$ cat config.mk
export PLATFORM = sky130hd
export DESIGN_NAME = pfat_ctrl
export DESIGN_NICKNAME = d
export VERILOG_FILES = /design/src/design/pfat_pkg.sv /design/src/design/pfat_ctrl.sv
export SDC_FILE = /design/constraint.sdc
export NUM_CORES = 1
export LEC_CHECK = 0
export BUFFER_PORTS_ARGS = -buffer_cell sky130_fd_sc_hd__clkbuf_2
export CORE_MARGIN = 5
export CORE_UTILIZATION = 45
export DETAILED_ROUTE_END_ITERATION = 12
export HOLD_SLACK_MARGIN = 0.08
export PLACE_DENSITY = 0.78
export SYNTH_ARGS = -nofsm -noshare
export SYNTH_HDL_FRONTEND = slang
export SYNTH_SLANG_ARGS = --single-unit
export TNS_END_PERCENT = 10
$ cat constraint.sdc
create_clock -name clk -period 1.75 [get_ports clk]
set_input_delay 0.525 -clock clk [delete_from_list [all_inputs] [get_ports clk]]
set_output_delay 0.525 -clock clk [all_outputs]
set_load 0.1 [all_outputs]
$ cat src/design/pfat_pkg.sv
package pfat_pkg;

  localparam int NUM_FRAMES    = 64;
  localparam int MAX_PROCESSES = 16;

  localparam int FW    = $clog2(NUM_FRAMES);
  localparam int CW    = $clog2(NUM_FRAMES + 1);
  localparam int PIDW  = 4;
  localparam int MAPAW = $clog2(MAX_PROCESSES * NUM_FRAMES);
  localparam int PSW   = 17;
  localparam int DVW   = 24;
  localparam int PAW   = 22;
  localparam int NEEDW = DVW + 1;
  localparam int PRODW = FW + PSW;

  localparam logic [PSW-1:0] PS_RESET = PSW'(4096);

  typedef enum logic [1:0] {
    OP_LOAD  = 2'd0,
    OP_FREE  = 2'd1,
    OP_XLATE = 2'd2,
    OP_NONE  = 2'd3
  } op_t;

  typedef struct packed {
    op_t             action;
    logic [PIDW-1:0] process_id;
    logic [DVW-1:0]  memory_size;
    logic [DVW-1:0]  logical_address;
  } in_t;

  typedef struct packed {
    logic           ok;
    logic [PAW-1:0] physical_address;
  } out_t;

  typedef enum logic [3:0] {
    ST_IDLE,
    ST_CHECK,
    ST_DIV_WAIT,
    ST_LOAD_CHK,
    ST_LOAD_SCAN,
    ST_TR_CHK,
    ST_TR_LOOK,
    ST_TR_SCAN,
    ST_TR_MUL,
    ST_FREE_RD,
    ST_FREE_CHK,
    ST_RESP_OK,
    ST_RESP_FAIL
  } state_t;

  typedef struct packed {
    logic cap;
    logic div_start;
    logic scan_clr;
    logic scan_inc;
    logic claim;
    logic claim_tr;
    logic frm_map;
    logic free_frame;
    logic load_commit;
    logic free_commit;
    logic mul;
    logic fin;
    logic fin_ok;
  } cmd_t;

  typedef struct packed {
    op_t  action;
    logic pid_ok;
    logic present;
    logic ps_zero;
    logic div_busy;
    logic need_gt_free;
    logic load_done;
    logic page_bad;
    logic map_loaded;
    logic free_none;
    logic cur_used;
    logic owner_hit;
    logic last_frame;
    logic out_busy;
  } st_t;

endpackage

$ cat src/design/pfat_ctrl.sv
module pfat_ctrl (
  input  logic           clk,
  input  logic           rst,
  input  logic           in_valid,
  output logic           in_ready,
  input  pfat_pkg::st_t  st,
  output pfat_pkg::cmd_t cmd
);
  import pfat_pkg::*;

  state_t state, state_next;

  always_ff @(posedge clk) begin
    if (rst) begin
      state <= ST_IDLE;
    end else begin
      state <= state_next;
    end
  end

  always_comb begin
    state_next = state;
    cmd        = '0;
    in_ready   = 1'b0;
    unique case (state)
      ST_IDLE: begin
        in_ready = 1'b1;
        if (in_valid) begin
          cmd.cap    = 1'b1;
          state_next = ST_CHECK;
        end
      end
      ST_CHECK: begin
        priority if (!st.pid_ok) begin
          state_next = ST_RESP_FAIL;
        end else if (st.action == OP_LOAD || st.action == OP_XLATE) begin
          if (!st.ps_zero && (st.action == OP_XLATE) == st.present) begin
            cmd.div_start = 1'b1;
            state_next    = ST_DIV_WAIT;
          end else begin
            state_next = ST_RESP_FAIL;
          end
        end else if (st.action == OP_FREE && st.present) begin
          cmd.scan_clr = 1'b1;
          state_next   = ST_FREE_RD;
        end else begin
          state_next = ST_RESP_FAIL;
        end
      end
      ST_DIV_WAIT: begin
        if (!st.div_busy) begin
          state_next = (st.action == OP_LOAD) ? ST_LOAD_CHK : ST_TR_CHK;
        end
      end
      ST_LOAD_CHK: begin
        if (st.need_gt_free) begin
          state_next = ST_RESP_FAIL;
        end else begin
          cmd.scan_clr = 1'b1;
          state_next   = ST_LOAD_SCAN;
        end
      end
      ST_LOAD_SCAN: begin
        if (st.load_done) begin
          cmd.load_commit = 1'b1;
          state_next      = ST_RESP_OK;
        end else begin
          cmd.claim    = !st.cur_used;
          cmd.scan_inc = 1'b1;
        end
      end
      ST_TR_CHK: begin
        state_next = st.page_bad ? ST_RESP_FAIL : ST_TR_LOOK;
      end
      ST_TR_LOOK: begin
        if (st.map_loaded) begin
          cmd.frm_map = 1'b1;
          state_next  = ST_TR_MUL;
        end else if (st.free_none) begin
          state_next = ST_RESP_FAIL;
        end else begin
          cmd.scan_clr = 1'b1;
          state_next   = ST_TR_SCAN;
        end
      end
      ST_TR_SCAN: begin
        if (!st.cur_used) begin
          cmd.claim    = 1'b1;
          cmd.claim_tr = 1'b1;
          state_next   = ST_TR_MUL;
        end else begin
          cmd.scan_inc = 1'b1;
        end
      end
      ST_TR_MUL: begin
        cmd.mul    = 1'b1;
        state_next = ST_RESP_OK;
      end
      ST_FREE_RD: begin
        state_next = ST_FREE_CHK;
      end
      ST_FREE_CHK: begin
        cmd.free_frame = st.cur_used && st.owner_hit;
        if (st.last_frame) begin
          cmd.free_commit = 1'b1;
          state_next      = ST_RESP_OK;
        end else begin
          cmd.scan_inc = 1'b1;
          state_next   = ST_FREE_RD;
        end
      end
      ST_RESP_OK, ST_RESP_FAIL: begin
        if (!st.out_busy) begin
          cmd.fin    = 1'b1;
          cmd.fin_ok = state == ST_RESP_OK;
          state_next = ST_IDLE;
        end
      end
      default: begin
        state_next = ST_IDLE;
      end
    endcase
  end

endmodule

==> results of run 1 <==
[through the flow]
| stage | setup TNS [ps] | hold slack (ps) | std cells |
|---|---|---|---|
| 3_3_place_gp | -567 | 683 | 157 |
| 2_1_floorplan | -9130 | 587 | 93 |
| 3_5_place_dp | -1010 | 684 | 157 |
[cells by family after synthesis]
logic type / synth area share
and+or+nand+nor: 0.455
AOI/OAI and AO/OA: 0.311
buffers and inverters: 0.0852
muxes: 0.0152
xor gates and xnor gates: 0.0133
DFF: 0.121
==> results.sh, run 1 <==
export IMPL_synth_avg_cell_area_um2=7.10
export IMPL_synth_area_leader_cell="dfxtp_1"
export IMPL_netlist_area_um2=661
export IMPL_die_x_um=48.3
export IMPL_ctsHoldBuffers=0
export IMPL_place_area_um2=1230
export IMPL_cts_sinks=4
export IMPL_stop_error="[ERROR DPL-0033] detailed placement checks failed during check placement."
export IMPL_synth_cells_most_frequent="nor3_1, nor2_1, a21oi_1, nand2_1, nand2b_1"
export IMPL_htree_levels=1
export IMPL_syn_nets=111
export IMPL_synth_top_area_share=0.121
export IMPL_synth_area_leaders="dfxtp_1, nor3_1, nand2b_1, nor2_1, a21oi_1"
export IMPL_status="did not finish"
export IMPL_yosys_warnings=0
export IMPL_synth_async_sr_flop_share=0
export IMPL_stop_stage="4_1_cts"
export IMPL_cts_inserted_buffers=3
export IMPL_synth_seq_cells=4
export IMPL_initial_core_util=0.489
export IMPL_root_buffer="clkbuf_4"
export IMPL_fp_row_count=13
export IMPL_synth_distinct_cells=38
export IMPL_die_y_um=48.3
export IMPL_seq_area_frac_synth=0.121
export IMPL_io_pins=32
export IMPL_synth_flop_cell="dfxtp_1"
export IMPL_preCtsSetupSlack_ps=-267
export IMPL_cts_resized=21
export IMPL_gp_congestion=0.927
export IMPL_postCtsSetupBuffers=1
export IMPL_hpwl_um=2130
export IMPL_synth_edf_count=0
export IMPL_clk_path_buf_depth=2
export IMPL_syn_inst=93
export IMPL_io_buffers=31
export IMPL_post_synth_top_count_cell="nor3_1"
==> inputs of run 2 (changes only) <==
- CORE_AREA: default -> 5 5 66 68
- CORE_MARGIN: 5 -> default
- CORE_UTILIZATION: 45 -> default
- DIE_AREA: default -> 0 0 71 73
- HOLD_SLACK_MARGIN: 0.08 -> default
- PLACE_DENSITY: 0.78 -> default
- PLACE_DENSITY_LB_ADDON: default -> 0.15
==> run 2 against run 1 <==
- the flow now finishes, with violations (setup timing)
- synthesized cell count did not move
- area after synthesis is the same
==> results.sh, run 2 <==
export IMPL_area_growth_pct=121
export IMPL_syn_nets=111
export IMPL_clkLatencyLatePin_ps=210
export IMPL_cts_tree="done"
export IMPL_power_mw=2.38
export IMPL_wirelength_um=2520
export IMPL_clk_pin_slew_worst_paths_ps=30
export IMPL_ant_nets=0
export IMPL_synth_async_sr_flop_share=0
export IMPL_num_antenna_cells=0
export IMPL_largest_reg_flops=4
export IMPL_cp_endpoint="cmd[9]"
export IMPL_utilization=0.385
export IMPL_track_usage=0.106
export IMPL_post_synth_top_count_cell="nor3_1"
export IMPL_multi_input_area_um2=647
export IMPL_overflow=0
export IMPL_io_buffers=31
export IMPL_min_period_ps=2000
export IMPL_required_ps=1220
export IMPL_netlist_area_um2=661
export IMPL_hold_path_class="primary input to flip-flop"
export IMPL_rr_endpoint="state[1]"
export IMPL_synth_cells_most_frequent="nor3_1, nor2_1, a21oi_1, nand2_1, nand2b_1"
export IMPL_powerDensity_nw_per_um2=1630
export IMPL_die_x_um=71
export IMPL_synth_flop_cell="dfxtp_1"
export IMPL_synth_edf_count=0
export IMPL_rsz0062_at_grt="true"
export IMPL_synth_top_area_share=0.121
export IMPL_violations="setup timing"
export IMPL_cts_inserted_buffers=3
export IMPL_syn_inst=93
export IMPL_grt_most_used_layer="met2"
export IMPL_initial_core_util=0.174
export IMPL_final_cell_mix="buf_4, clkbuf_2, buf_12, nor2_1"
export IMPL_core_area_um2=3800
export IMPL_finalSetupViolCount=14
export IMPL_grt_use_met1=0.131
export IMPL_synth_distinct_cells=38
export IMPL_layout_drive_gt1_share=0.605
export IMPL_use_met3=0.0289
export IMPL_nNetsFinal=172
export IMPL_grt_pass1_wl_um=4470
export IMPL_yosys_warnings=0
export IMPL_status="finished with violations"
export IMPL_max_cap_violations=0
export IMPL_root_buffer="clkbuf_8"
export IMPL_crit_type="flip-flop to output port"
export IMPL_worstMarginPinSlew_ps=385
export IMPL_path_max_fanout=9
export IMPL_fp_row_count=23
export IMPL_worstPathArrival_ps=1480
export IMPL_skew_ps=2.62
export IMPL_register_area_um2=91.3
export IMPL_synth_area_leaders="dfxtp_1, nor3_1, nand2b_1, nor2_1, a21oi_1"
export IMPL_postCtsSetupBuffers=0
export IMPL_die_y_um=73
export IMPL_synth_avg_cell_area_um2=7.10
export IMPL_drc=0
export IMPL_design_die_area_um2=5180
export IMPL_slew_headroom=0.742
export IMPL_hpwl_um=2110
export IMPL_vias=898
export IMPL_num_fill_cells=395
export IMPL_synth_area_leader_cell="dfxtp_1"
export IMPL_hold_viol=0
export IMPL_seq_area_frac_synth=0.121
export IMPL_largest_register="state"
export IMPL_irDropWorstVdd_uv=647
export IMPL_final_common_cell="buf_4"
export IMPL_leakagePower_nw=0.585
export IMPL_rrSetupSlack_ps=140
export IMPL_crit_path_start="state[1]"
export IMPL_clk_path_buf_depth=2
export IMPL_period_share=1.14
export IMPL_wire_per_inst_um=12.5
export IMPL_synth_seq_cells=4
export IMPL_r2r_cells=6
export IMPL_cp_end_kind="output port"
export IMPL_gp_congestion=0.816
export IMPL_gr_usage_met2=0.188
export IMPL_io_pins=32
export IMPL_maxSlewViolCount=0
export IMPL_reg_top3="state: 4 flops"
export IMPL_cts_sinks=4
export IMPL_drtIter0Drc=23
export IMPL_max_freq_ghz=0.500
export IMPL_r2r_start="state[1]"
export IMPL_viasPerCell=4.45
export IMPL_htree_levels=1
export IMPL_dr_pass1_iters=4
export IMPL_antenna_found_initial=0
export IMPL_setup_slack_ps=-251
export IMPL_start_kind="flip-flop"
export IMPL_grt_max_degree=12
export IMPL_grt_pass1_vias=967
run 2: cell counts after synthesis:
No cell type changed its count.
run 2: power by group:
group | switching [mW] | total, mW | internal (mW) | leakage (nW)
clock network | 0.0412 | 0.187 | 0.146 | 0.0216
registers | 0.0956 | 0.245 | 0.149 | 0.0349
logic | 1.06 | 1.95 | 0.888 | 0.528
run 2: worst max-delay path: stages (launching register included):
cell and delay [ps]:
dfxtp_4 370, or3_4 430, a21oi_4 150, or2_4 150, buf_12 160
run 2: per-layer routing:
metal  routed length, um  part of all wire
met5                   0                 0
met4                   0                 0
met3                 132             0.052
met2                1270              0.51
met1                1110              0.44
run 2: worst min-delay path by stage:
stage	from	to	slack [ps]	cells past startpoint
6_report	rst	state[1]	520	2
3_5_place_dp	state[0]	state[0]	720	3
4_1_cts	rst	state[1]	520	2
2_1_floorplan	rst	state[1]	590	1
5_1_grt	rst	state[1]	540	2
3_3_place_gp	state[0]	state[0]	740	3
run 2: logic make-up after synthesis:
logic type,count (synthesis),synth area share
AND/OR/NAND/NOR,53,0.455
AO/OA/AOI/OAI,25,0.311
buffers and inverters,9,0.0852
flip-flops,4,0.121
multiplexers,1,0.0152
XOR/XNOR,1,0.0133
run 2: area by class of cell:
class | instances | area share
multi-input combinational | 80 | 0.442
timing repair buffer | 63 | 0.419
sequential | 4 | 0.0624
tap | 50 | 0.0428
clock buffer | 3 | 0.0282
inverter | 2 | 0.00513
run 2: metrics by stage:
step / setup slack, ps / TNS, ps / hold slack [ps] / cells / instance area (um2)
4_1_cts: -257 / -1890 / 520 / 202 / 1440
3_3_place_gp: -218 / -980 / 736 / 199 / 1330
6_report: -251 / -1670 / 523 / 202 / 1460
5_1_grt: -296 / -2820 / 535 / 202 / 1460
3_5_place_dp: -239 / -850 / 720 / 199 / 1330
2_1_floorplan: -991 / -9130 / 587 / 93 / 724
run 2: timing repair:
action | 4_1_cts | 5_1_grt
hold buffers | 0 | 0
setup endpoints to repair | 14 | 14
endpoints found under the hold margin | 0 | 0
pin swaps | 1 | 2
resized for setup | 18 | 4
Note: power is estimated with default switching activity, not from simulation.
==> inputs of run 3 (changes only) <==
==> constraint.sdc (replaced) <==
create_clock -name clk -period 1.75 [get_ports clk]
set_input_delay 0.2625 -clock clk [delete_from_list [all_inputs] [get_ports clk]]
set_output_delay 0.2625 -clock clk [all_outputs]
set_load 0.1 [all_outputs]
==> run 3 against run 2 <==
- worst setup slack improved by 270 ps
- core utilization fell by 4.8 points
- register-to-register slack got worse by 60 ps
- clock power rose by 2%
- design area fell by 12%
- power fell by 8.3%
- clock skew rose by 1.4 ps
- non-clock buffer count fell by 17
- count of clock-buffer cells in the layout did not move
- fmax rose by 16%
- global-route usage fell by 0.52 points
- the run now ends clean
==> results.sh, run 3 (synthesis gave the netlist of run 2 again) <==
export IMPL_initial_core_util=0.174
export IMPL_hpwl_um=2040
export IMPL_root_buffer="clkbuf_8"
export IMPL_critPathBufInv=1
export IMPL_path_max_fanout=6
export IMPL_io_pins=32
export IMPL_min_period_ps=1730
export IMPL_die_y_um=73
export IMPL_htree_levels=1
export IMPL_gr_usage_met2=0.176
export IMPL_grt_most_used_layer="met2"
export IMPL_cts_tree="done"
export IMPL_worst_path_stages=4
export IMPL_min_to="state[1]"
export IMPL_grt_pass1_vias=868
export IMPL_utilization=0.337
export IMPL_max_cap_violations=0
export IMPL_ant_nets=0
export IMPL_crit_type="flip-flop to output port"
export IMPL_fp_row_count=23
export IMPL_dr_pass1_iters=4
export IMPL_final_common_cell="clkbuf_2"
export IMPL_reg_top3="state: 4 flops"
export IMPL_track_usage=0.101
export IMPL_io_buffers=31
export IMPL_skew_ps=4.00
export IMPL_final_cell_area_um2=1280
export IMPL_largest_reg_flops=4
export IMPL_drtIter0Drc=12
export IMPL_drc=0
export IMPL_hold_viol=0
export IMPL_nNetsFinal=155
export IMPL_crit_family="simple AND/OR/NAND/NOR gates"
export IMPL_rsz0062_at_grt="true"
export IMPL_r2r_cells=6
export IMPL_gp_congestion=0.820
export IMPL_wire_per_inst_um=13.0
export IMPL_worstPathArrival_ps=1460
export IMPL_vias=831
export IMPL_rr_endpoint="state[1]"
export IMPL_area_growth_pct=93.8
export IMPL_layout_drive_gt1_share=0.533
export IMPL_start_kind="flip-flop"
export IMPL_grt_pass1_wl_um=4160
export IMPL_max_freq_ghz=0.579
export IMPL_dp_cells=178
export IMPL_place_area_um2=1170
export IMPL_rrSetupSlack_ps=80
export IMPL_r2r_start="state[1]"
export IMPL_stdcell_count=185
export IMPL_finalSetupTns_ps=0
export IMPL_antenna_found_initial=0
export IMPL_hold_path_class="primary input to flip-flop"
export IMPL_grt_max_degree=11
export IMPL_slew_headroom=0.760
export IMPL_wirelength_um=2410
export IMPL_cpMaxStageDelayCell="dfxtp_1"
export IMPL_cts_sinks=4
export IMPL_whs_ps=256
export IMPL_cts_inserted_buffers=3
export IMPL_use_met3=0.0317
export IMPL_worstMarginPinSlew_ps=359
export IMPL_finalSetupViolCount=0
export IMPL_cp_end_kind="output port"
export IMPL_largest_register="state"
export IMPL_maxSlewViolCount=0
export IMPL_final_cell_mix="clkbuf_2, buf_4, buf_12, nor2_1"
export IMPL_cpPeakStageDelay_ps=440
export IMPL_viasPerCell=4.49
export IMPL_period_share=0.986
export IMPL_hold_depth=2
export IMPL_die_x_um=71
export IMPL_clk_path_buf_depth=2
export IMPL_powerDensity_nw_per_um2=1710
export IMPL_design_die_area_um2=5180
export IMPL_core_area_um2=3800
export IMPL_irDropWorstVdd_uv=376
export IMPL_overflow=0
export IMPL_num_antenna_cells=0
export IMPL_clk_pin_slew_worst_paths_ps=30
export IMPL_cp_cell_sequence="nand2b_1, a21oi_2, or2_2, buf_12"
export IMPL_leakagePower_nw=0.499
export IMPL_min_from="rst"
export IMPL_grt_use_met1=0.120
export IMPL_required_ps=1490
export IMPL_clkLatencyLatePin_ps=220
export IMPL_status="complete, no violations"
export IMPL_num_fill_cells=423
-- run 3: worst max path at each step --
stage / from / end
floorplan: state[0] / cmd[12]
global placement: state[1] / state[2]
detailed placement: state[1] / state[2]
CTS: state[0] / cmd[8]
global route: state[3] / cmd[10]
finish: state[3] / cmd[9]
-- run 3: final cells by class --
cell class / count / area [um2] / area share
multi-input combinational: 80 / 602 / 0.470
inverter: 2 / 7.51 / 0.00587
tap: 50 / 62.6 / 0.0489
clock buffer: 3 / 41.3 / 0.0323
timing repair buffer: 46 / 478 / 0.373
sequential: 4 / 88.8 / 0.0694
-- run 3: power breakdown --
part           total (mW)  internal, mW  switching [mW]
Sequential          0.235         0.146          0.0890
Clock               0.191         0.146          0.0445
Combinational        1.76         0.748            1.01
-- run 3: layer usage --
layer | wire (um) | share of wire
met3 | 152 | 0.063
met5 | 0 | 0
met1 | 1020 | 0.42
met4 | 14 | 0.0058
met2 | 1220 | 0.51
-- run 3: through the flow --
stage,setup slack [ps],total power [mW]
global placement,20.1,1.89
floorplan,-729,1.39
detailed placement,37.2,1.90
global route,-48.0,2.33
CTS,-6.14,2.19
finish,24.1,2.19
-- run 3: repair_timing --
item,CTS,global route
hold buffers,0,0
endpoints found under the hold margin,0,0
gates resized for setup,8,2
pin swaps,2,1
endpoints found under the setup margin,10,5
setup buffers,4,0
-- run 3: worst register-to-register path: stages, from the launching register on --
cell	delay [ps]
dfxtp_4	360
buf_4	150
or2_1	260
a2111oi_4	440
nor3_2	120
nand2b_4	160
a21oi_2	110
